$ cat src/rtl/nibble_weight_dequantizer_core_macros.svh
// ----------------------------------------------------------------------------
// Nibble weight dequantizer assertion macros
// Concurrent checks on clk, disabled while rst_n is low.
// ----------------------------------------------------------------------------
`ifndef NIBBLE_WEIGHT_DEQUANTIZER_CORE_MACROS_SVH
`define NIBBLE_WEIGHT_DEQUANTIZER_CORE_MACROS_SVH
`ifndef ASSERT_OFF
`define NWD_ASSERT_IMP(label, ante, cons) \
    label: assert property (@(posedge clk) disable iff (!rst_n) (ante) |-> (cons)) \
        else $error("nwd assertion failed");
`define NWD_ASSERT_NEXT(label, ante, cons) \
    label: assert property (@(posedge clk) disable iff (!rst_n) (ante) |=> (cons)) \
        else $error("nwd assertion failed");
`else
`define NWD_ASSERT_IMP(label, ante, cons)
`define NWD_ASSERT_NEXT(label, ante, cons)
`endif
`endif

$ cat src/rtl/nwd_pkg.sv
// ----------------------------------------------------------------------------
// Nibble weight dequantizer package
// Beat types, codebooks and shared constants.
// ----------------------------------------------------------------------------
`default_nettype none
package nwd_pkg;

    localparam int LANES  = 8;
    localparam int CODE_W = 4;

    typedef enum logic [1:0] {
        FMT_FP4  = 2'd0,
        FMT_INT4 = 2'd1,
        FMT_NF4  = 2'd2
    } nwd_fmt_t;

    typedef enum logic [1:0] {
        CLS_NORM = 2'd0,
        CLS_ZERO = 2'd1,
        CLS_INF  = 2'd2,
        CLS_NAN  = 2'd3
    } nwd_class_t;

    typedef struct packed {
        logic [31:0] packed_word;
        logic [31:0] scale_bits;
    } nwd_in_t;

    typedef struct packed {
        logic [31:0] weight_0;
        logic [31:0] weight_1;
        logic [31:0] weight_2;
        logic [31:0] weight_3;
        logic [31:0] weight_4;
        logic [31:0] weight_5;
        logic [31:0] weight_6;
        logic [31:0] weight_7;
    } nwd_out_t;

    typedef struct packed {
        logic              sign;
        nwd_class_t        cls;
        logic signed [9:0] exp;
        logic [23:0]       mant;
    } nwd_scale_t;

    localparam logic [31:0] QNAN    = 32'h7FC0_0000;
    localparam logic [31:0] INF_MAG = 32'h7F80_0000;

    localparam logic [31:0] FP4_TABLE [16] = '{
        32'h0000_0000, 32'h3F00_0000, 32'h3F80_0000, 32'h3FC0_0000,
        32'h4000_0000, 32'h4040_0000, 32'h4080_0000, 32'h40C0_0000,
        32'h8000_0000, 32'hBF00_0000, 32'hBF80_0000, 32'hBFC0_0000,
        32'hC000_0000, 32'hC040_0000, 32'hC080_0000, 32'hC0C0_0000
    };

    localparam logic [31:0] INT4_TABLE [16] = '{
        32'hC100_0000, 32'hC0E0_0000, 32'hC0C0_0000, 32'hC0A0_0000,
        32'hC080_0000, 32'hC040_0000, 32'hC000_0000, 32'hBF80_0000,
        32'h0000_0000, 32'h3F80_0000, 32'h4000_0000, 32'h4040_0000,
        32'h4080_0000, 32'h40A0_0000, 32'h40C0_0000, 32'h40E0_0000
    };

    localparam logic [31:0] NF4_TABLE [16] = '{
        32'hBF80_0000, 32'hBF32_39B1, 32'hBF06_6B30, 32'hBECA_32A0,
        32'hBE91_A24D, 32'hBE3D_353F, 32'hBDBA_7871, 32'h0000_0000,
        32'h3DA2_FAFF, 32'h3E24_CAE3, 32'h3E7C_04DD, 32'h3EAD_033A,
        32'h3EE1_A4B8, 32'h3F10_07AB, 32'h3F39_13B3, 32'h3F80_0000
    };

    function automatic logic [31:0] decode_code(logic [1:0] fmt, logic [CODE_W-1:0] code);
        logic [31:0] bits;
        if (fmt == FMT_FP4)
            bits = FP4_TABLE[code];
        else if (fmt == FMT_INT4)
            bits = INT4_TABLE[code];
        else
            bits = NF4_TABLE[code];
        return bits;
    endfunction

endpackage
`default_nettype wire

$ cat src/rtl/nwd_lane.sv
// ----------------------------------------------------------------------------
// Nibble weight dequantizer lane
// Decodes one code, multiplies by the scale and rounds to binary32.
// ----------------------------------------------------------------------------
`default_nettype none
module nwd_lane (
    input  wire logic                        clk,
    input  wire logic [1:0]                  fmt,
    input  wire logic [nwd_pkg::CODE_W-1:0]  code,
    input  wire nwd_pkg::nwd_scale_t         scale,
    output logic [31:0]                      weight
);
    import nwd_pkg::*;

    logic [31:0]        a_reg;
    logic [47:0]        prod_reg;
    logic [47:0]        prod_next;
    logic signed [10:0] exp_reg;
    logic signed [10:0] exp_next;
    logic               sign_reg;
    logic               sign_next;
    nwd_class_t         kind_reg;
    nwd_class_t         kind_next;
    logic               a_zero;

    logic signed [11:0] e1;
    logic signed [11:0] extra;
    logic signed [11:0] ef;
    logic [6:0]         base;
    logic [6:0]         sh7;
    logic [5:0]         sh;
    logic [96:0]        wide;
    logic [24:0]        q;
    logic               rnd;
    logic [25:0]        qr;
    logic [31:0]        norm_bits;

    always_ff @(posedge clk)
    begin
        a_reg <= decode_code(fmt, code);
    end

    always_comb
    begin
        a_zero    = (a_reg[30:23] == 8'd0);
        sign_next = a_reg[31] ^ scale.sign;
        prod_next = {1'b1, a_reg[22:0]} * scale.mant;
        exp_next  = signed'({3'd0, a_reg[30:23]}) + {scale.exp[9], scale.exp} - 11'sd127;
        unique case (scale.cls)
            CLS_NAN:  kind_next = CLS_NAN;
            CLS_INF:  kind_next = a_zero ? CLS_NAN : CLS_INF;
            CLS_ZERO: kind_next = CLS_ZERO;
            default:  kind_next = a_zero ? CLS_ZERO : CLS_NORM;
        endcase
    end

    always_ff @(posedge clk)
    begin
        prod_reg <= prod_next;
        exp_reg  <= exp_next;
        sign_reg <= sign_next;
        kind_reg <= kind_next;
    end

    always_comb
    begin
        e1    = {exp_reg[10], exp_reg} + (prod_reg[47] ? 12'sd1 : 12'sd0);
        base  = prod_reg[47] ? 7'd24 : 7'd23;
        extra = 12'sd1 - e1;
        if (e1 < 12'sd1)
            sh7 = base + ((extra > 12'sd40) ? 7'd40 : extra[6:0]);
        else
            sh7 = base;
        sh   = (sh7 > 7'd49) ? 6'd49 : sh7[5:0];
        wide = {prod_reg, 49'd0} >> sh;
        q    = wide[73:49];
        rnd  = wide[48] & ((|wide[47:0]) | q[0]);
        qr   = {1'b0, q} + {25'd0, rnd};
        ef   = e1;
        if (e1 >= 12'sd255)
            norm_bits = {sign_reg, INF_MAG[30:0]};
        else if (e1 < 12'sd1)
            norm_bits = {sign_reg, 31'd0} | {8'd0, qr[23:0]};
        else
        begin
            if (qr == 26'h100_0000)
                ef = e1 + 12'sd1;
            if (ef >= 12'sd255)
                norm_bits = {sign_reg, INF_MAG[30:0]};
            else
                norm_bits = {sign_reg, ef[7:0], qr[22:0]};
        end
        unique case (kind_reg)
            CLS_NAN:  weight = QNAN;
            CLS_INF:  weight = {sign_reg, INF_MAG[30:0]};
            CLS_ZERO: weight = {sign_reg, 31'd0};
            default:  weight = norm_bits;
        endcase
    end

endmodule
`default_nettype wire

$ cat config.mk
export PLATFORM = sky130hd
export DESIGN_NAME = nwd_lane
export DESIGN_NICKNAME = d
export VERILOG_FILES = /design/src/rtl/nibble_weight_dequantizer_core_macros.svh /design/src/rtl/nwd_pkg.sv /design/src/rtl/nwd_lane.sv
export SDC_FILE = /design/constraint.sdc
export NUM_CORES = 2
export LEC_CHECK = 0
export BUFFER_PORTS_ARGS = -buffer_cell sky130_fd_sc_hd__buf_4
export CAP_MARGIN = 10
export CORE_MARGIN = 3
export CORE_UTILIZATION = 60
export CTS_BUF_LIST = sky130_fd_sc_hd__clkbuf_4 sky130_fd_sc_hd__clkbuf_8 sky130_fd_sc_hd__clkbuf_16
export DETAILED_ROUTE_END_ITERATION = 8
export GPL_TIMING_DRIVEN = 0
export PLACE_DENSITY = 0.89
export SYNTH_ARGS = -nofsm -noshare
export SYNTH_HDL_FRONTEND = slang
export SYNTH_SLANG_ARGS = --single-unit
$ cat constraint.sdc
create_clock -name clk -period 10.4 [get_ports clk]
set_clock_uncertainty 0.2 [all_clocks]
set_input_delay 0.52 -clock clk [delete_from_list [all_inputs] [get_ports clk]]
set_output_delay 0.52 -clock clk [all_outputs]
set_load 0.05 [all_outputs]
After elaboration in Yosys (flattened, before gate mapping)
Memory sizes are Yosys's and may differ from the RTL's. Cells that the tools add are included.

$mul: 1. Multiplexer cells: 23. Equality and inequality tests: 8. Bitwise operators: 5. Reductions and logical operators: 3. Add/sub/neg operators: 7. $lt $le $gt $ge: 6. Shift operators: 1.

Operators by type and width (count): 32-bit two-way mux (10); 97-bit by 6-bit >> shifter with 74-bit output (1); 32-bit one-hot mux with 3 select lines (1); 24-bit by 24-bit multiplier with 48-bit output (1); 48-bit OR reduction (1); 12-bit two-way mux (3); 32-bit by 24-bit OR with 32-bit output (1); 31-bit two-way mux (1); 25-bit by 1-bit adder with 26-bit output (1); 26-bit by 25-bit equality test with 1-bit output (second input constant) (1); 12-bit by 9-bit greater-or-equal comparator with 1-bit output (second input constant) (2); 7-bit two-way mux (2); 11-bit by 2-bit adder with 12-bit output (1); 12-bit by 2-bit adder with 12-bit output (second input constant) (1); 12-bit by 7-bit greater-than comparator with 1-bit output (second input constant) (1); 12-bit by 2-bit less-than comparator with 1-bit output (second input constant) (1); 2-bit by 12-bit subtractor with 12-bit output (first input constant) (1); 9-bit by 10-bit adder with 11-bit output (1); 11-bit by 7-bit subtractor with 11-bit output (second input constant) (1); 2-bit equality test (second input constant) (4); 8-bit zero test (1); 5-bit by 7-bit adder with 7-bit output (1); 7-bit by 6-bit greater-than comparator with 1-bit output (second input constant) (1); 2-bit by 1-bit equality test with 1-bit output (second input constant) (3); 10 further kinds (12).

Register bits: 94. Input bits: 44. Memory bits (read-only): 1536. Memories: 3.

Memories: (name not given) (words 16, width 32, rd ports 1, clocked after memory_dff 0, write ports 0, RTL line nwd_pkg.sv:78) `bits = NF4_TABLE[code];`; (name not given) (words 16, width 32, rd ports 1, clocked after memory_dff 0, write ports 0, RTL line nwd_pkg.sv:76) `bits = INT4_TABLE[code];`; (name not given) (words 16, width 32, rd ports 1, clocked after memory_dff 0, write ports 0, RTL line nwd_pkg.sv:74) `bits = FP4_TABLE[code];`.

Depth between registers and ports, before layout
Word-level depth: 23. Mapped depth: 42. Depth with buffers taken out: 37.

Worst setup path after synthesis
OpenSTA, ideal clock, no wires.

Path type: flip-flop to output port. From: register prod_reg[47]. To: output port weight[0]. Required time: 9.680 ns. Slack: -0.594 ns. Path buffers: 4. Stages on the path, launching flop included: 39. Arrival: 10.274 ns. Path through: dfxtp_1 > ha_1 > ha_1 > or4_1 > o31ai_2 > o21ai_4 > xor2_1 > mux2i_1 > o21ai_1 > a21oi_1 > nor3_1 > fa_1 > a21oi_1 > nor2_1 > nor2_1 > o311ai_0 > o211a_1 > nor4_1 > [3 not listed] > buf_4 > buf_2 > nor4_1 > a311oi_1 > a31oi_1 > o211a_1 > ha_1 > inv_1 > a21oi_1 > nand4_1 > buf_2 > or4_1 > and2_1 > a2111oi_2 > nand4b_1 > o2111ai_2 > nand3b_2 > a2111oi_0.

Cells in the longest elaborated chain, start to end: 23. Elaborated cells on any way between the ends: 28.

Ends and longest elaborated chain: from (decl) (RTL line nwd_lane.sv:16) `logic [47:0] prod_reg;`; from (signal assigned) (RTL line nwd_lane.sv:59) `prod_reg <= prod_next;`; 1-bit two-way mux (RTL line nwd_lane.sv:67) `e1 = {exp_reg[10], exp_reg} + (prod_reg[47] ? 12'sd1 : 12'sd0);`; 11-bit by 2-bit adder with 12-bit output (RTL line nwd_lane.sv:67); 2-bit by 12-bit subtractor with 12-bit output (RTL line nwd_lane.sv:69) `extra = 12'sd1 - e1;`; 12-bit by 7-bit greater-than comparator with 1-bit output (RTL line nwd_lane.sv:71) `sh7 = base + ((extra > 12'sd40) ? 7'd40 : extra[6:0]);`; 7-bit two-way mux (RTL line nwd_lane.sv:71); 5-bit by 7-bit adder with 7-bit output (RTL line nwd_lane.sv:71); 7-bit two-way mux (RTL line nwd_lane.sv:70) `if (e1 < 12'sd1)`; 7-bit by 6-bit greater-than comparator with 1-bit output (RTL line nwd_lane.sv:74) `sh = (sh7 > 7'd49) ? 6'd49 : sh7[5:0];`; [7 not listed]; 12-bit two-way mux (RTL line nwd_lane.sv:86) `if (qr == 26'h100_0000)`; 12-bit two-way mux (RTL line nwd_lane.sv:82) `else if (e1 < 12'sd1)`; 12-bit two-way mux (RTL line nwd_lane.sv:80) `if (e1 >= 12'sd255)`; 12-bit by 9-bit greater-or-equal comparator with 1-bit output (RTL line nwd_lane.sv:88) `if (ef >= 12'sd255)`; 31-bit two-way mux (RTL line nwd_lane.sv:88); 32-bit two-way mux (RTL line nwd_lane.sv:82); 32-bit two-way mux (*) (RTL line nwd_lane.sv:80); 32-bit one-hot mux with 3 select lines (*) (RTL line nwd_lane.sv:93) `unique case (kind_reg)`; to (decl) (RTL line nwd_lane.sv:11) `output logic [31:0] weight`.

Every way passes the cells marked *; elsewhere a longest branch is shown, timed or not. The select of a mux whose other input is x is not followed.

Worst setup path in the final report
From: register prod_reg[47]. To: output port weight[15].

The elaborated chain is that of the path after synthesis.

==> impl_metrics.csv <==
group,metric,value,unit
outcome,run_status,"finished, violations left",
outcome,failed_checks,"DRC, setup timing",
place,placed_wire_length_estimate_after_detailed_placement,88.31,mm
critical_path,crit_arrival,9.75,ns
critical_path,crit_path_max_fanout,10,
logic_synthesis,synth_seq_cells,91,
clock_network,clock_sinks,91,
critical_path,worst_r2r_startpoint,"a_reg[12]$_SDFF_PP0_",
critical_path,type_of_the_worst_setup_path,"reg2out",
timing,max_clock_freq,0.09548,GHz
logic_synthesis,synth.largest_area_cell,"sky130_fd_sc_hd__fa_1",
critical_path,r2r_end,"prod_reg[44]$_DFF_P_",
clock_network,path_clk_slew,0.08,ns
grt,grt_use_met2,0.6735,
drt,initialDrtViolationCount,3951,
floorplan,die-width,224.7,µm
critical_path,crit_path_start_kind,"flip-flop",
clock_network,clock-root-buffer,"sky130_fd_sc_hd__clkbuf_16",
critical_path,setup_slack_reg_to_reg,0.22,ns
floorplan,floorplan.io_pins,76,
drt,route.final.wire_length,113.0,mm
cells_and_area,finalNonFillerCells,4249,
logic_synthesis,synth-xor-area-share,0.02717,
logic_synthesis,share_of_the_synthesized_area_in_compound_gates_ao_oa_aoi_oai,0.1580,
logic_synthesis,count_of_flip_flops_with_a_built_in_enable_after_synthesis,0,
logic_synthesis,synth_top_family_by_area,"adder cells",
grt,grt_antenna_before_repair,7,
timing,max_slew_headroom,0.1808,
grt,grt_max_degree,18,
grt,grt_first_pass_wirelength,169.0,mm
drt,detail_route.first_pass.iterations,9,
hold_path,whs_endpoint,"kind_reg[1]$_DFF_P_",
drt,post_drt_wl_per_cell,26.60,µm
hold_path,timing.hold.worst.class,"in2reg",
logic_synthesis,synth_cell_type_count,112,
timing,timing_worst_slew_pin_value,1.229,ns
grt,grt_util_all_layers,0.4446,
clock_network,cts_buffer_count,9,
critical_path,timing.critical_path.required,9.68,ns
place,dpl_worst_slack,-1.231,ns
place,place.detailed.instances,4155,
floorplan,fp.coreArea,46850,µm²
logic_synthesis,synth.net_count,4213,
critical_path,crit_path_max_incr_delay,0.60,ns
hold_path,hold_path.startpoint,"scale[35]",
logic_synthesis,syn_avg_cell_area,8.255,µm²
cells_and_area,largest_register_ff_count,48,
logic_synthesis,synth.mux.area_fraction,0.01439,
drt,final_antenna_net_count,0,
logic_synthesis,area_share_of_the_leading_cell_type_in_the_synthesized_netlist,0.3377,
drt,post_route_drc,2,
grt,grt.met1_usage,0.5342,
clock_network,clock_insertion_delay_worst_skew,0.36,ns
timing,final.period_utilization,1.007,
drt,viasPerCell,6.672,
drt,total_number_of_vias,28351,
logic_synthesis,netlist_top_cells_area,"sky130_fd_sc_hd__fa_1 (34%), sky130_fd_sc_hd__ha_1 (9.1%), sky130_fd_sc_hd__inv_1 (7.2%)",
cells_and_area,post_route_cells_drive_above_1_share,0.1284,
critical_path,end_kind,"output port",
floorplan,rows,79,
flow_run,cap_viol_max_count,0,
timing,hold_viol,0,
clock_network,cts_hold_repair.buffers,0,
timing,final_period_minus_worst_setup_slack,10.47,ns
critical_path,cpMostUsedCell,"sky130_fd_sc_hd__buf_6",
place,io_buffer_count,72,
hold_path,hold-path-cell-count,1,
timing,postLayoutSetupSlackWorst,-0.07295,ns
grt,grt_overflow,0,
logic_synthesis,synth_sequential_area_ratio,0.06349,
clock_network,buffers_from_clock_root_to_sink_at_most,2,
critical_path,worst_r2r_path_depth,30,
logic_synthesis,async_reset_ff_frac,0,
floorplan,floorplan.initialDensity,0.6124,
grt,first_global_vias,28347,
clock_network,cts.htree.levels,3,
timing,setup_repair_after_global_routing_missed_its_margin,"true",
critical_path,critical_path.slowest_cell,"sky130_fd_sc_hd__or4_1",
timing,setup_viol,5,
cells_and_area,nFillCells,3738,
cells_and_area,fin_nets,4369,
floorplan,die_height,224.7,µm
logic_synthesis,synth_fa_ha_area_frac,0.4288,
logic_synthesis,netlist_instances,3476,
logic_synthesis,ys_warnings,0,
grt,top_usage_layer,"met2",
cells_and_area,flow.area_growth_from_synthesis,12.51,%
logic_synthesis,synth.cell_area,28690,µm²
place,gp_congestion,1.088,
timing,slew_viol_final,0,
floorplan,fp.dieArea,50480,µm²
logic_synthesis,yosys_most_used_dff,"sky130_fd_sc_hd__dfxtp_1",
logic_synthesis,yosys.area_share.simple,0.2020,
grt,grtUsageMet3,0.1577,
clock_network,tritoncts,"yes",
==> synth_stat cells, drive strengths merged (69+ instances only) <==
cell type and number:
fa 484, a21oi 132, inv 551, dfxtp 91, o21ai 96, ha 209, and2 261, clkbuf 137
nand2 486, nor3 81, nor2 144, buf 69
==> placed cells by master (no fill, tap or decap), types with 11 or more instances in the layout <==
cell / count
sky130_fd_sc_hd__nand3_1: 51
sky130_fd_sc_hd__inv_1: 551
sky130_fd_sc_hd__buf_4: 160
sky130_fd_sc_hd__nor3_2: 15
sky130_fd_sc_hd__or3_1: 13
sky130_fd_sc_hd__nor2b_1: 16
sky130_fd_sc_hd__o21ai_1: 22
sky130_fd_sc_hd__buf_2: 18
sky130_fd_sc_hd__and3_1: 19
sky130_fd_sc_hd__a21oi_1: 120
sky130_fd_sc_hd__nor2_1: 137
sky130_fd_sc_hd__o22ai_1: 18
sky130_fd_sc_hd__nor4_1: 23
sky130_fd_sc_hd__fa_1: 483
sky130_fd_sc_hd__nand2_1: 481
sky130_fd_sc_hd__buf_6: 24
sky130_fd_sc_hd__o211ai_1: 52
sky130_fd_sc_hd__o31ai_1: 28
sky130_fd_sc_hd__o21bai_1: 15
sky130_fd_sc_hd__a22oi_1: 11
sky130_fd_sc_hd__a31oi_1: 12
sky130_fd_sc_hd__ha_1: 203
sky130_fd_sc_hd__o21ai_0: 60
sky130_fd_sc_hd__o21a_1: 16
sky130_fd_sc_hd__and2_1: 259
sky130_fd_sc_hd__o22ai_2: 14
sky130_fd_sc_hd__xnor2_1: 60
sky130_fd_sc_hd__xor2_1: 16
sky130_fd_sc_hd__dfxtp_1: 86
sky130_fd_sc_hd__a21o_1: 20
sky130_fd_sc_hd__nand2b_1: 11
sky130_fd_sc_hd__clkbuf_2: 21
sky130_fd_sc_hd__clkbuf_1: 106
sky130_fd_sc_hd__nand4_1: 17
sky130_fd_sc_hd__a211oi_1: 45
sky130_fd_sc_hd__mux2i_1: 29
sky130_fd_sc_hd__nor3_1: 64
==> cells by family after synthesis <==
group	after synthesis
simple gates	1181
xor+xnor	83
compound gates	633
fa+ha+maj	693
mux	37
buf+inv	758
flops	91
==> repair_timing <==
item | in CTS | in global routing
gates cloned | 0 | 1
resized for setup | 145 | 184
pin swaps | 18 | 53
setup buffers | 28 | 48
endpoints found under the setup margin | 31 | 33
==> per-stage QoR <==
stage | cell area (µm²) | hold WS (ns) | utilization | setup TNS, ns
after floorplan | 28690 | 0.2055 | - | -1.783
after global placement | 29990 | 0.2956 | 0.6402 | -34.00
after detailed placement | 29990 | 0.3197 | 0.6402 | -33.69
after CTS | 31190 | 0.08400 | 0.6657 | 0
after global routing | 32270 | 0.09733 | 0.6888 | -6.465
final | 32280 | 0.09425 | 0.6890 | -0.1651
==> layout make-up <==
class,count,area (µm²),share of cell area
flip-flops and latches,91,1833,0.05678
multi-input cells,2627,25000,0.7744
clock buffers,10,239.0,0.007403
clock inverters,6,55.05,0.001705
repair buffers,149,1161,0.03597
inverters,552,2072,0.06418
diodes,5,12.51,0.0003876
plain buffers,202,1152,0.03570
well taps,607,759.5,0.02353
==> per-layer routing <==
layer | routed length [µm] | vias to the layer above
li1 | - | 11719
met1 | 38310 | 13569
met2 | 48330 | 2332
met3 | 15940 | 729
met4 | 10450 | 2
met5 | 11 | -
==> worst max-delay path by stage <==
stage / startpoint / end / slack, ns / cells past startpoint
floorplan: prod_reg[47]$_DFF_P_ / weight[0] / -0.59 / 38
CTS: prod_reg[47]$_DFF_P_ / weight[26] / 0.0002 / 36
detailed placement: exp_reg[0]$_DFF_P_ / weight[26] / -1.23 / 39
finish: prod_reg[47]$_DFF_P_ / weight[15] / -0.07 / 34
global route: prod_reg[47]$_DFF_P_ / weight[21] / -0.34 / 42
global placement: exp_reg[0]$_DFF_P_ / weight[26] / -1.33 / 36
==> critical path, delay by kind of cell (launching register included) <==
kind            cells  cell delay, ns
xor+xnor            2            0.54
simple gates       10            2.43
mux                 1            0.23
fa+ha+maj           3            0.68
buf+inv             5            0.93
compound gates     13            4.16
flops               1            0.38
Power is left out: the tool's default activity adds up to more than one toggle a clock period on the data nets, which glitch-free logic cannot reach.
