## src/rtl/nibble_weight_dequantizer_core_macros.svh

```systemverilog
// ----------------------------------------------------------------------------
// Nibble weight dequantizer assertion macros
// Concurrent checks on clk, disabled while rst_n is low.
// ----------------------------------------------------------------------------
`ifndef NIBBLE_WEIGHT_DEQUANTIZER_CORE_MACROS_SVH
`define NIBBLE_WEIGHT_DEQUANTIZER_CORE_MACROS_SVH
`ifndef ASSERT_OFF
`define NWD_ASSERT_IMP(label, ante, cons) \
    label: assert property (@(posedge clk) disable iff (!rst_n) (ante) |-> (cons)) \
        else $error("nwd assertion failed");
`define NWD_ASSERT_NEXT(label, ante, cons) \
    label: assert property (@(posedge clk) disable iff (!rst_n) (ante) |=> (cons)) \
        else $error("nwd assertion failed");
`else
`define NWD_ASSERT_IMP(label, ante, cons)
`define NWD_ASSERT_NEXT(label, ante, cons)
`endif
`endif

```

## src/rtl/nwd_pkg.sv

```systemverilog
// ----------------------------------------------------------------------------
// Nibble weight dequantizer package
// Beat types, codebooks and shared constants.
// ----------------------------------------------------------------------------
`default_nettype none
package nwd_pkg;

    localparam int LANES  = 8;
    localparam int CODE_W = 4;

    typedef enum logic [1:0] {
        FMT_FP4  = 2'd0,
        FMT_INT4 = 2'd1,
        FMT_NF4  = 2'd2
    } nwd_fmt_t;

    typedef enum logic [1:0] {
        CLS_NORM = 2'd0,
        CLS_ZERO = 2'd1,
        CLS_INF  = 2'd2,
        CLS_NAN  = 2'd3
    } nwd_class_t;

    typedef struct packed {
        logic [31:0] packed_word;
        logic [31:0] scale_bits;
    } nwd_in_t;

    typedef struct packed {
        logic [31:0] weight_0;
        logic [31:0] weight_1;
        logic [31:0] weight_2;
        logic [31:0] weight_3;
        logic [31:0] weight_4;
        logic [31:0] weight_5;
        logic [31:0] weight_6;
        logic [31:0] weight_7;
    } nwd_out_t;

    typedef struct packed {
        logic              sign;
        nwd_class_t        cls;
        logic signed [9:0] exp;
        logic [23:0]       mant;
    } nwd_scale_t;

    localparam logic [31:0] QNAN    = 32'h7FC0_0000;
    localparam logic [31:0] INF_MAG = 32'h7F80_0000;

    localparam logic [31:0] FP4_TABLE [16] = '{
        32'h0000_0000, 32'h3F00_0000, 32'h3F80_0000, 32'h3FC0_0000,
        32'h4000_0000, 32'h4040_0000, 32'h4080_0000, 32'h40C0_0000,
        32'h8000_0000, 32'hBF00_0000, 32'hBF80_0000, 32'hBFC0_0000,
        32'hC000_0000, 32'hC040_0000, 32'hC080_0000, 32'hC0C0_0000
    };

    localparam logic [31:0] INT4_TABLE [16] = '{
        32'hC100_0000, 32'hC0E0_0000, 32'hC0C0_0000, 32'hC0A0_0000,
        32'hC080_0000, 32'hC040_0000, 32'hC000_0000, 32'hBF80_0000,
        32'h0000_0000, 32'h3F80_0000, 32'h4000_0000, 32'h4040_0000,
        32'h4080_0000, 32'h40A0_0000, 32'h40C0_0000, 32'h40E0_0000
    };

    localparam logic [31:0] NF4_TABLE [16] = '{
        32'hBF80_0000, 32'hBF32_39B1, 32'hBF06_6B30, 32'hBECA_32A0,
        32'hBE91_A24D, 32'hBE3D_353F, 32'hBDBA_7871, 32'h0000_0000,
        32'h3DA2_FAFF, 32'h3E24_CAE3, 32'h3E7C_04DD, 32'h3EAD_033A,
        32'h3EE1_A4B8, 32'h3F10_07AB, 32'h3F39_13B3, 32'h3F80_0000
    };

    function automatic logic [31:0] decode_code(logic [1:0] fmt, logic [CODE_W-1:0] code);
        logic [31:0] bits;
        if (fmt == FMT_FP4)
            bits = FP4_TABLE[code];
        else if (fmt == FMT_INT4)
            bits = INT4_TABLE[code];
        else
            bits = NF4_TABLE[code];
        return bits;
    endfunction

endpackage
`default_nettype wire

```

## src/rtl/nwd_merge.sv

```systemverilog
// ----------------------------------------------------------------------------
// Nibble weight dequantizer merge stage
// Gathers the lane weights into one result beat and raises the strobe.
// ----------------------------------------------------------------------------
`default_nettype none
module nwd_merge (
    input  wire logic                clk,
    input  wire logic                rst_n,
    input  wire logic                lane_valid,
    input  wire logic [31:0]         lane_weight [nwd_pkg::LANES],
    output nwd_pkg::nwd_out_t        result,
    output logic                     result_strobe
);
    import nwd_pkg::*;

    nwd_out_t result_reg;
    nwd_out_t result_next;
    logic     strobe_reg;

    always_comb
    begin
        result_next.weight_0 = lane_weight[0];
        result_next.weight_1 = lane_weight[1];
        result_next.weight_2 = lane_weight[2];
        result_next.weight_3 = lane_weight[3];
        result_next.weight_4 = lane_weight[4];
        result_next.weight_5 = lane_weight[5];
        result_next.weight_6 = lane_weight[6];
        result_next.weight_7 = lane_weight[7];
    end

    always_ff @(posedge clk or negedge rst_n)
    begin
        if (!rst_n)
            strobe_reg <= 1'b0;
        else
            strobe_reg <= lane_valid;
    end

    always_ff @(posedge clk)
    begin
        if (lane_valid)
            result_reg <= result_next;
    end

    assign result        = result_reg;
    assign result_strobe = strobe_reg;

endmodule
`default_nettype wire

```

## config.mk

```make
export PLATFORM = sky130hd
export DESIGN_NAME = nwd_merge
export DESIGN_NICKNAME = d
export VERILOG_FILES = /design/src/rtl/nibble_weight_dequantizer_core_macros.svh /design/src/rtl/nwd_pkg.sv /design/src/rtl/nwd_merge.sv
export SDC_FILE = /design/constraint.sdc
export NUM_CORES = 1
export LEC_CHECK = 0
export BUFFER_PORTS_ARGS = -buffer_cell sky130_fd_sc_hd__buf_4
export CAP_MARGIN = 20
export CORE_AREA = 5 5 198 200
export CTS_BUF_LIST = sky130_fd_sc_hd__clkbuf_4 sky130_fd_sc_hd__clkbuf_8
export CTS_CLUSTER_SIZE = 24
export DETAILED_ROUTE_END_ITERATION = 10
export DIE_AREA = 0 0 203 205
export SETUP_SLACK_MARGIN = 0.1
export SYNTH_ARGS = -nofsm -noshare
export SYNTH_HDL_FRONTEND = slang
export SYNTH_SLANG_ARGS = --single-unit
```

## constraint.sdc

```tcl
create_clock -name clk -period 1.06 [get_ports clk]
set_input_delay 0.212 -clock clk [delete_from_list [all_inputs] [get_ports clk]]
set_output_delay 0.212 -clock clk [all_outputs]
set_load 0.005 [all_outputs]
```

# Word level (Yosys, flattened, before mapping)
# Index checks and enable logic that the tools add are counted.
[classes]
div = 0
n_addsub = 0
n_bitwise = 0
shift = 0
muxes = 0
n_reduce_logical = 0
order_cmp = 0
mul = 0
n_eq_ne = 0
[totals]
ramBits = 0
latch_bits = 0
mem_bits_ro = 0
n_memories = 0
regBits = 257
in_bits = 259
output_inout_bits = 257
elab_cells = 9

# Longest topological paths before layout
# Gate-level depths: netlist of run 1.
[depth]
word_depth = 0
ltp_mapped = 0
ltp_nobuf = 0

# Worst setup path before layout of run 1
# OpenSTA, ideal clock, no wires.
[synth_path]
kind = "register to output"
from = "register result_reg, in the netlist result[0]"
to = "output result[0] (netlist bit)"
required_time_ns = 0.848
arrival_time_ns = 0.355
stages_incl_launch_ff = 1
path_buffers = 0
slack_ns = 0.493
cell_sequence = "edfxtp_1"
[synth_lines]
columns = ["element", "line_no", "text"]
rows = [
  ["from (decl)", "nwd_merge.sv:16", "nwd_out_t result_reg;"],
  ["from (signal assigned)", "nwd_merge.sv:43", "result_reg <= result_next;"],
  ["to (decl)", "nwd_merge.sv:11", "output nwd_pkg::nwd_out_t result,"],
]
# No word-level cell between the ends.

# Worst setup path after layout of run 1
[layout_path]
from = "register result_reg, in the netlist result[176]"
to = "output result[176] (netlist bit)"
# No word-level cell between the ends.

==> run metrics, run 1 <==
count of cell types in the netlist=2; area of the core=37220 µm²; CP startpoint=result[176]$_DFFE_PP_; period utilization=127.4%; initial antenna violation count=0; Worst-Margin Slew=298.5 ps; clk sinks=257; Nets=1356; TritonCTS clock tree=done; Worst Path Max Fanout=1; RSZ-0062 raised after global routing=true; ANT nets after route=0; max_cap viols=0; Site Rows=71; final core utilization=43.35%; WL final=27.04 mm; CP top delay family=flip-flops; PnR worst setup slack=-290.9 ps; outcome=finished with violations; fillers=3184; failing checks=setup timing; commonest non-fill, non-tap cell in the layout=buf_4; TritonCTS Buffers=43; Hold WC Path Type=primary input to flop; Non-Filler Instances=1599; Fin. Hold Viols=0; clk buf depth=3; Pleak=6.724 nW; final setup vio count=257; slowest CP cell=edfxtp_1; commonest cells after routing, fill and taps aside=424 x buf_4, 259 x dlygate4sd3_1, 256 x edfxtp_1, 107 x buf_6, 43 x clkbuf_8; Setup Buffers After CTS=0; Final min period=1351 ps; Tot Pwr=0.02372 W; post-synthesis sequential area ratio=100.0%; synthesized flop and latch total=257; # port buffers=515; pin count of the biggest net entering global routing=51; Cell Area, Synth=7712 µm²; GP Congestion=0.7505; Horiz. Die Dim=203 µm; total gr overflow=0; starting DRC count in detailed routing=158; post-route cell area=16130 µm²; wire per inst=16.91 µm; yosys synthesis warning count=0; routed via count=5887; maximum VDD drop=1.019 mV; Cell Area, Placed=12390 µm²; CTS H-tree lvls=2; DRC=0; vias in the first global route=6762; fraction of layout cells with a size suffix above 1=53.11%; CP arrival=1140 ps; Max Freq=0.7402 GHz; critical path required time=850 ps; Layout area overhead=109.2%; fin. max-slew vios=0; slew margin rel.=80.10%; Avg Inst Size Synth=30.01 µm²; #MultiIn Comb=0; Mapped Cells=257; global-route wire length before repair=38.60 mm; crit path buf inv count=1; total power density per cell area=1470 nW/µm²; WS Path Type=flop to primary output; area of the die=41620 µm²; Worst path depth=1; dpl cells=1267; multi-input logic area=0 µm²; Critical Path, Cell by Cell=buf_6; clock root buffer=clkbuf_8; IO Count=516; die height=205 µm; drt via density=3.682; post-synthesis net count=516; drt first pass iters=4; Worst Setup Start Kind=flop; DP Worst Slack=-61.02 ps; Reg clk slew, reported paths=60 ps; Total GRT Usage=12.09%; Starting Density=20.72%; CP max stage delay=420 ps; crit path to=result[176]; Setup crit end kind=primary output; Post-DP HPWL=17.55 mm; Largest register FFs=256
[metal layers]
metal / vias to the layer above / wire [µm] / track usage, %
met3: 56 / 2342 / 4.939
li1: 2737 / - / -
met4: 0 / 749 / 4.631
met2: 279 / 14910 / 22.39
met5: - / 0 / 0
met1: 2815 / 9042 / 12.12
[power by group]
| part | internal, W | switching, W | total (W) |
|---|---|---|---|
| logic | 0.00235 | 0.00104 | 0.00339 |
| clock network | 0.00408 | 0.00385 | 0.00793 |
| registers | 0.0121 | 0.000304 | 0.0124 |
[logic make-up after synthesis]
group and share of synthesized area (%):
flip-flops 100.0
[layout make-up]
cell class | instances | area [µm²] | area share, %
sequential | 257 | 7712 | 47.80
clock inverter | 20 | 91.34 | 0.5661
tap | 474 | 593.1 | 3.676
timing repair buffer | 795 | 7076 | 43.85
antenna | 1 | 2.502 | 0.01551
clock buffer | 52 | 659.4 | 4.087
[per-stage QoR]
step | hold WS [ps] | setup TNS [ps]
3_5_place_dp | -10.31 | -3441
4_1_cts | 51.38 | -74530
2_1_floorplan | -83.59 | 0
5_1_grt | 72.69 | -77850
6_report | 109.0 | -57710
3_3_place_gp | -12.17 | -1553
[worst min path at each step]
stage | slack (ps) | end | cells past startpoint | start
finish | 110 | result_strobe$_DFF_PN0_ | 2 | lane_valid
global route | 70 | result_strobe$_DFF_PN0_ | 2 | lane_valid
CTS | 50 | result_strobe$_DFF_PN0_ | 2 | lane_valid
detailed placement | -10 | result_strobe$_DFF_PN0_ | 1 | rst_n
global placement | -10 | result_strobe$_DFF_PN0_ | 1 | rst_n
floorplan | -80 | result_strobe$_DFF_PN0_ | 0 | rst_n
[cell usage after synthesis]
| cell type | count | area (µm²) |
|---|---|---|
| dfrtp_1 | 1 | 25.02 |
| edfxtp_1 | 256 | 7687 |
[what timing repair did]
action,CTS,global route
hold buffers,259,0
endpoints found under the hold margin,259,0
resized for setup,47,60
pin swaps,0,0
setup endpoints to repair,257,257
Note: power is estimated with default switching activity, not from simulation.
==> inputs of run 2 (changes only) <==
--- a/config.mk
+++ b/config.mk
@@ -7,11 +7,12 @@
 export LEC_CHECK = 0
 export BUFFER_PORTS_ARGS = -buffer_cell sky130_fd_sc_hd__buf_4
 export CAP_MARGIN = 20
-export CORE_AREA = 5 5 198 200
+export CORE_AREA = 2 2 201 203
 export CTS_BUF_LIST = sky130_fd_sc_hd__clkbuf_4 sky130_fd_sc_hd__clkbuf_8
 export CTS_CLUSTER_SIZE = 24
 export DETAILED_ROUTE_END_ITERATION = 10
 export DIE_AREA = 0 0 203 205
+export PLACE_DENSITY = 0.5
 export SETUP_SLACK_MARGIN = 0.1
 export SYNTH_ARGS = -nofsm -noshare
 export SYNTH_HDL_FRONTEND = slang
==> run 2 against run 1 <==
Net effect:
- the run still ends with setup timing left
- critical endpoint is now result[71]
- first-iteration DRC count up 7.0%
- power up 0.80%
- count of clock-buffer cells in the layout grew 6
- utilization shrank 1.5 points
- die area did not move
- combinational power up 2%
- clock power grew 2%
- global-route usage decreased by 0.69 points
- cell area increased by 2.0%
- sequential share of layout area down 0.94 points
- worst setup slack improved by 2.5 ps
- sequential cell count unchanged
==> run metrics, run 2 (synthesized netlist as in run 1, its figures left out) <==
period utilization=127.2% (was 127.4%); CP arrival=1140 ps (about the same); global-route wire length before repair=35.71 mm (was 38.60 mm); Site Rows=73 (was 71); Tot Pwr=0.02391 W (was 0.02372 W); drt via density=3.575 (was 3.682); total gr overflow=0 (unchanged); WL final=25.35 mm (was 27.04 mm); maximum VDD drop=0.9447 mV (was 1.019 mV); crit path buf inv count=1 (unchanged); clk buf depth=3 (unchanged); ANT nets after route=0 (unchanged); Worst-Margin Slew=161.2 ps (was 298.5 ps); CTS H-tree lvls=2 (unchanged); CP top delay family=flip-flops (unchanged); pin count of the biggest net entering global routing=26 (was 51); outcome=finished with violations (unchanged); starting DRC count in detailed routing=169 (was 158); #MultiIn Comb=0 (unchanged); Final min period=1348 ps (was 1351 ps); commonest non-fill, non-tap cell in the layout=buf_4 (unchanged); commonest cells after routing, fill and taps aside=407 x buf_4, 260 x dlygate4sd3_1, 256 x edfxtp_1, 129 x buf_6, 45 x clkbuf_8 (was 424 x buf_4, 259 x dlygate4sd3_1, 256 x edfxtp_1, 107 x buf_6, 43 x clkbuf_8); DRC=0 (unchanged); crit path to=result[71] (was result[176]); Worst path depth=1 (unchanged); final setup vio count=257 (unchanged); Starting Density=19.59% (was 20.72%); fraction of layout cells with a size suffix above 1=53.30% (was 53.11%); Hold WC Path Type=primary input to flop (unchanged); die height=205 µm (unchanged); multi-input logic area=0 µm² (unchanged); worst hold slack=93.29 ps (was 109.0 ps); failing checks=setup timing (unchanged); fin. max-slew vios=0 (unchanged); area of the die=41620 µm² (unchanged); WS Path Type=flop to primary output (unchanged); Horiz. Die Dim=203 µm (unchanged); TritonCTS Buffers=43 (unchanged); drt first pass iters=6 (was 4); # port buffers=515 (unchanged); RSZ-0062 raised after global routing=true (unchanged); total power density per cell area=1453 nW/µm² (was 1470 nW/µm²); area of the core=39370 µm² (was 37220 µm²); slowest CP cell=edfxtp_1 (unchanged); clock root buffer=clkbuf_8 (unchanged); max_cap viols=0 (unchanged); Fin. Hold Viols=0 (unchanged); Reg clk slew, reported paths=50 ps (was 60 ps); Worst Path Max Fanout=1 (unchanged); Nets=1367 (was 1356); Post-DP HPWL=17.19 mm (was 17.55 mm); Total GRT Usage=11.41% (was 12.09%); critical path required time=850 ps (about the same); Max Freq=0.7416 GHz (was 0.7402 GHz); vias in the first global route=6532 (was 6762); routed via count=5948 (was 5887); wire per inst=15.23 µm (was 16.91 µm); Critical Path, Cell by Cell=buf_6 (unchanged); GP Congestion=0.7743 (was 0.7505); Setup crit end kind=primary output (unchanged); PnR worst setup slack=-288.5 ps (was -290.9 ps); Layout area overhead=113.4% (was 109.2%); initial antenna violation count=3 (was 0); slew margin rel.=89.25% (was 80.10%); TritonCTS clock tree=done (unchanged); CP startpoint=result[71]$_DFFE_PP_ (was result[176]$_DFFE_PP_); Worst Setup Start Kind=flop (unchanged); Pleak=6.844 nW (was 6.724 nW); fillers=3441 (was 3184); IO Count=516 (unchanged); CP max stage delay=430 ps (was 420 ps); Largest register FFs=256 (unchanged); clk sinks=257 (unchanged)
run 2: cell types whose count changed in the layout (fill, tap and decap cells not counted), sizes merged:
cell         before  now
clkinvlp          2    0
clkinv           18   16
clkbuf           52   58
dlygate4sd3     259  260
diode             1    2
buf             536  546
run 2: metal layers:
layer	vias up	GRT usage (%)	wire, µm
met5	-	0	16
met4	2	5.657	768
met3	54	4.645	2534
met2	324	20.57	13370
met1	2799	11.33	8659
li1	2769	-	-
run 2: through the flow:
| stage | setup TNS, ps | worst slack (ps) | instances | utilization (%) | instance area [µm²] |
|---|---|---|---|---|---|
| global route | -76340 | -419.8 | 1664 | 41.81 | 16460 |
| floorplan | 0 | 492.7 | 257 | - | 7712 |
| global placement | 0 | 52.50 | 1328 | 31.98 | 12590 |
| CTS | -75960 | -425.2 | 1662 | 40.97 | 16130 |
| detailed placement | 0 | 46.01 | 1328 | 31.98 | 12590 |
| finish | -54310 | -288.5 | 1664 | 41.81 | 16460 |
run 2: area by class of cell:
class	instances	area, µm²	area share [%]
well taps	525	656.9	3.991
diodes	2	5.005	0.03041
clock inverters	16	62.56	0.3801
repair buffers	806	7306	44.39
flip-flops and latches	257	7712	46.86
clock buffers	58	716.9	4.356
run 2: what timing repair did:
| item | 4_1_cts | 5_1_grt |
|---|---|---|
| endpoints found under the setup margin | 257 | 257 |
| endpoints found under the hold margin | 259 | 0 |
| resized for setup | 42 | 87 |
| hold buffers | 260 | 0 |
| buffers inserted | 0 | 0 |
| pin swaps | 0 | 0 |
run 2: worst min path at each step:
stage	start	cells after the start	to
finish	lane_valid	2	result[177]$_DFFE_PP_
global route	lane_valid	2	result[177]$_DFFE_PP_
CTS	lane_valid	2	result[177]$_DFFE_PP_
detailed placement	rst_n	1	result_strobe$_DFF_PN0_
global placement	rst_n	1	result_strobe$_DFF_PN0_
floorplan	rst_n	0	result_strobe$_DFF_PN0_
run 2: where the power goes:
group	internal, W	total (W)	switching (W)	leakage, nW
Combinational	0.00243	0.00346	0.00103	3.91
Sequential	0.0121	0.0124	0.000305	2.52
Clock	0.00434	0.00805	0.00371	0.413
==> inputs of run 3 (changes only) <==
==> constraint.sdc (replaced) <==
create_clock -name clk -period 1.59 [get_ports clk]
set_input_delay 0.318 -clock clk [delete_from_list [all_inputs] [get_ports clk]]
set_output_delay 0.318 -clock clk [all_outputs]
set_load 0.005 [all_outputs]
==> run 3 against run 2 <==
Net effect:
- routed wire length decreased by 0.50%
- hold slack improved by 77 ps
- the run now ends clean
- utilization fell by 1.3 points
- worst setup slack improved by 410 ps
- combinational power is 38% lower
- final cell count fell by 1.4%
- clock power shrank 32%
- first-iteration DRC count increased by 14%
- cell area fell by 3.1%
- via count down 1.0%
- global-route usage barely moved
- highest routed layer unchanged
- sequential share of layout area rose by 1.5 points
==> run metrics, run 3 (synthesized netlist as in run 1, its figures left out) <==
Layout area overhead=106.8% (was 113.4%); die height=205 µm (unchanged); clock root buffer=clkbuf_8 (unchanged); Logic pwr share=13.6% (was 14.5%); TritonCTS clock tree=done (unchanged); CTS H-tree lvls=2 (unchanged); CP arrival=1150 ps (was 1140 ps); Final min period=1472 ps; setup TNS=0 ps (was -54310 ps); Worst-Margin Slew=362.6 ps (was 161.2 ps); Cell Area, Placed=12410 µm² (was 12590 µm²); sequential share of power=52.0% (was 51.8%); # diodes=0 (was 2); CP max stage delay=440 ps (was 430 ps); commonest cells after routing, fill and taps aside=479 x buf_4, 258 x dlygate4sd3_1, 256 x edfxtp_1, 47 x buf_6, 44 x clkbuf_8 (was 407 x buf_4, 260 x dlygate4sd3_1, 256 x edfxtp_1, 129 x buf_6, 45 x clkbuf_8); # port buffers=515 (unchanged); WS Path Type=flop to primary output (unchanged); Post-DP HPWL=16.80 mm (was 17.19 mm); Pint=0.01247 W (was 0.01887 W); Fin. Hold Viols=0 (unchanged); wire per inst=15.38 µm (was 15.23 µm); total power density per cell area=993.5 nW/µm² (was 1453 nW/µm²); WL final=25.22 mm (was 25.35 mm); Starting Density=19.59% (unchanged); routed via count=5887 (was 5948); ANT nets after route=0 (unchanged); crit path buf inv count=1 (unchanged); critical path required time=1270 ps (was 850 ps); #MultiIn Comb=0 (unchanged); total gr overflow=0 (unchanged); IO Count=516 (unchanged); clk buf depth=3 (unchanged); DP Worst Slack=313.4 ps (was 46.01 ps); Worst Path Max Fanout=1 (unchanged); pin count of the biggest net entering global routing=37 (was 26); TritonCTS Buffers=43 (unchanged); DRC=0 (unchanged); fin. max-slew vios=0 (unchanged); CP top delay family=flip-flops (unchanged); Horiz. Die Dim=203 µm (unchanged); initial antenna violation count=1 (was 3); global-route wire length before repair=35.82 mm (was 35.71 mm); post-route cell area=15950 µm² (was 16460 µm²); fraction of layout cells with a size suffix above 1=53.09% (was 53.30%); switching power=0.003379 W (was 0.005041 W); Worst Setup Start Kind=flop (unchanged); Non-Filler Instances=1640 (was 1664); max_cap viols=0 (unchanged); area of the core=39370 µm² (unchanged); starting DRC count in detailed routing=192 (was 169); drt first pass iters=4 (was 6); maximum VDD drop=0.6590 mV (was 0.9447 mV); Total GRT Usage=11.40% (was 11.41%); Critical Path, Cell by Cell=buf_6 (unchanged); outcome=complete, no violations (was finished with violations); Setup crit end kind=primary output (unchanged); Pleak=6.630 nW (was 6.844 nW); area of the die=41620 µm² (unchanged); final setup vio count=0 (was 257); commonest non-fill, non-tap cell in the layout=buf_4 (unchanged); Site Rows=73 (unchanged); switching share of power=21.33% (was 21.08%); vias in the first global route=6482 (was 6532); drt via density=3.590 (was 3.575); worst hold slack=170.0 ps (was 93.29 ps); Nets=1350 (was 1367); clock power share=34.4% (was 33.7%); Largest register FFs=256 (unchanged); slew margin rel.=75.83% (was 89.25%); clk sinks=257 (unchanged); slowest CP cell=edfxtp_1 (unchanged); multi-input logic area=0 µm² (unchanged); Reg clk slew, reported paths=60 ps (was 50 ps); Hold WC Path Type=primary input to flop (unchanged); dpl cells=1313 (was 1328); RSZ-0062 raised after global routing=true (unchanged); fillers=3532 (was 3441); Max Freq=0.6791 GHz; PnR worst setup slack=117.6 ps (was -288.5 ps); GP Congestion=0.7607 (was 0.7743); period utilization=92.61%
-- run 3: changes by cell type in the layout (fill, tap and decap cells not counted), moves of 2 or more --
cell / previous run / this run
diode_2: 2 / 0
buf_6: 129 / 47
clkinv_2: 2 / 4
buf_12: 9 / 4
buf_4: 407 / 479
clkinvlp_4: 0 / 2
clkinv_1: 14 / 8
dlygate4sd3_1: 260 / 258
clkbuf_4: 13 / 9
-- run 3: worst paths after layout --
path                                        from                      end  slack (ps)  cells after the start
min in group asynchronous                  rst_n  result_strobe$_DFF_PN0_         610                      3
max in group asynchronous                  rst_n  result_strobe$_DFF_PN0_         870                      3
worst max-delay path       result[226]$_DFFE_PP_              result[226]         120                      1
worst min-delay path                  lane_valid     result[79]$_DFFE_PP_         170                      1
-- run 3: area by class of cell --
cell class / instances / area (µm²) / area share, %
sequential: 257 / 7712 / 48.36
timing repair buffer: 789 / 6803 / 42.65
clock buffer: 53 / 673.1 / 4.221
tap: 525 / 656.9 / 4.119
clock inverter: 16 / 103.9 / 0.6511
-- run 3: power groups by stage --
stage                     combinational (W)  clock [W]  sequential [W]
after floorplan                           0          0         0.00841
after global placement              0.00157          0         0.00834
after detailed placement            0.00158          0         0.00835
after CTS                           0.00213    0.00571         0.00822
after global routing                0.00230    0.00598         0.00829
final                               0.00216    0.00545         0.00824
-- run 3: through the flow --
stage / utilization [%] / power, W
floorplan: - / 0.008407
finish: 40.51 / 0.01585
CTS: 40.25 / 0.01607
global placement: 31.53 / 0.009912
detailed placement: 31.53 / 0.009923
global route: 40.51 / 0.01656
-- run 3: per-layer routing --
metal  routed length (µm)  vias up  global-route usage, %
met1                 8637     2784                  11.46
met2                13350      328                  20.54
met4                  767        2                  5.631
met5                   13        -                      0
li1                     -     2721                      -
met3                 2454       52                  4.438
-- run 3: what timing repair did --
action | CTS | global route
endpoints found under the setup margin | 26 | 44
gates resized for setup | 19 | 28
setup buffers | 0 | 0
endpoints found under the hold margin | 257 | 0
hold buffers | 258 | 0
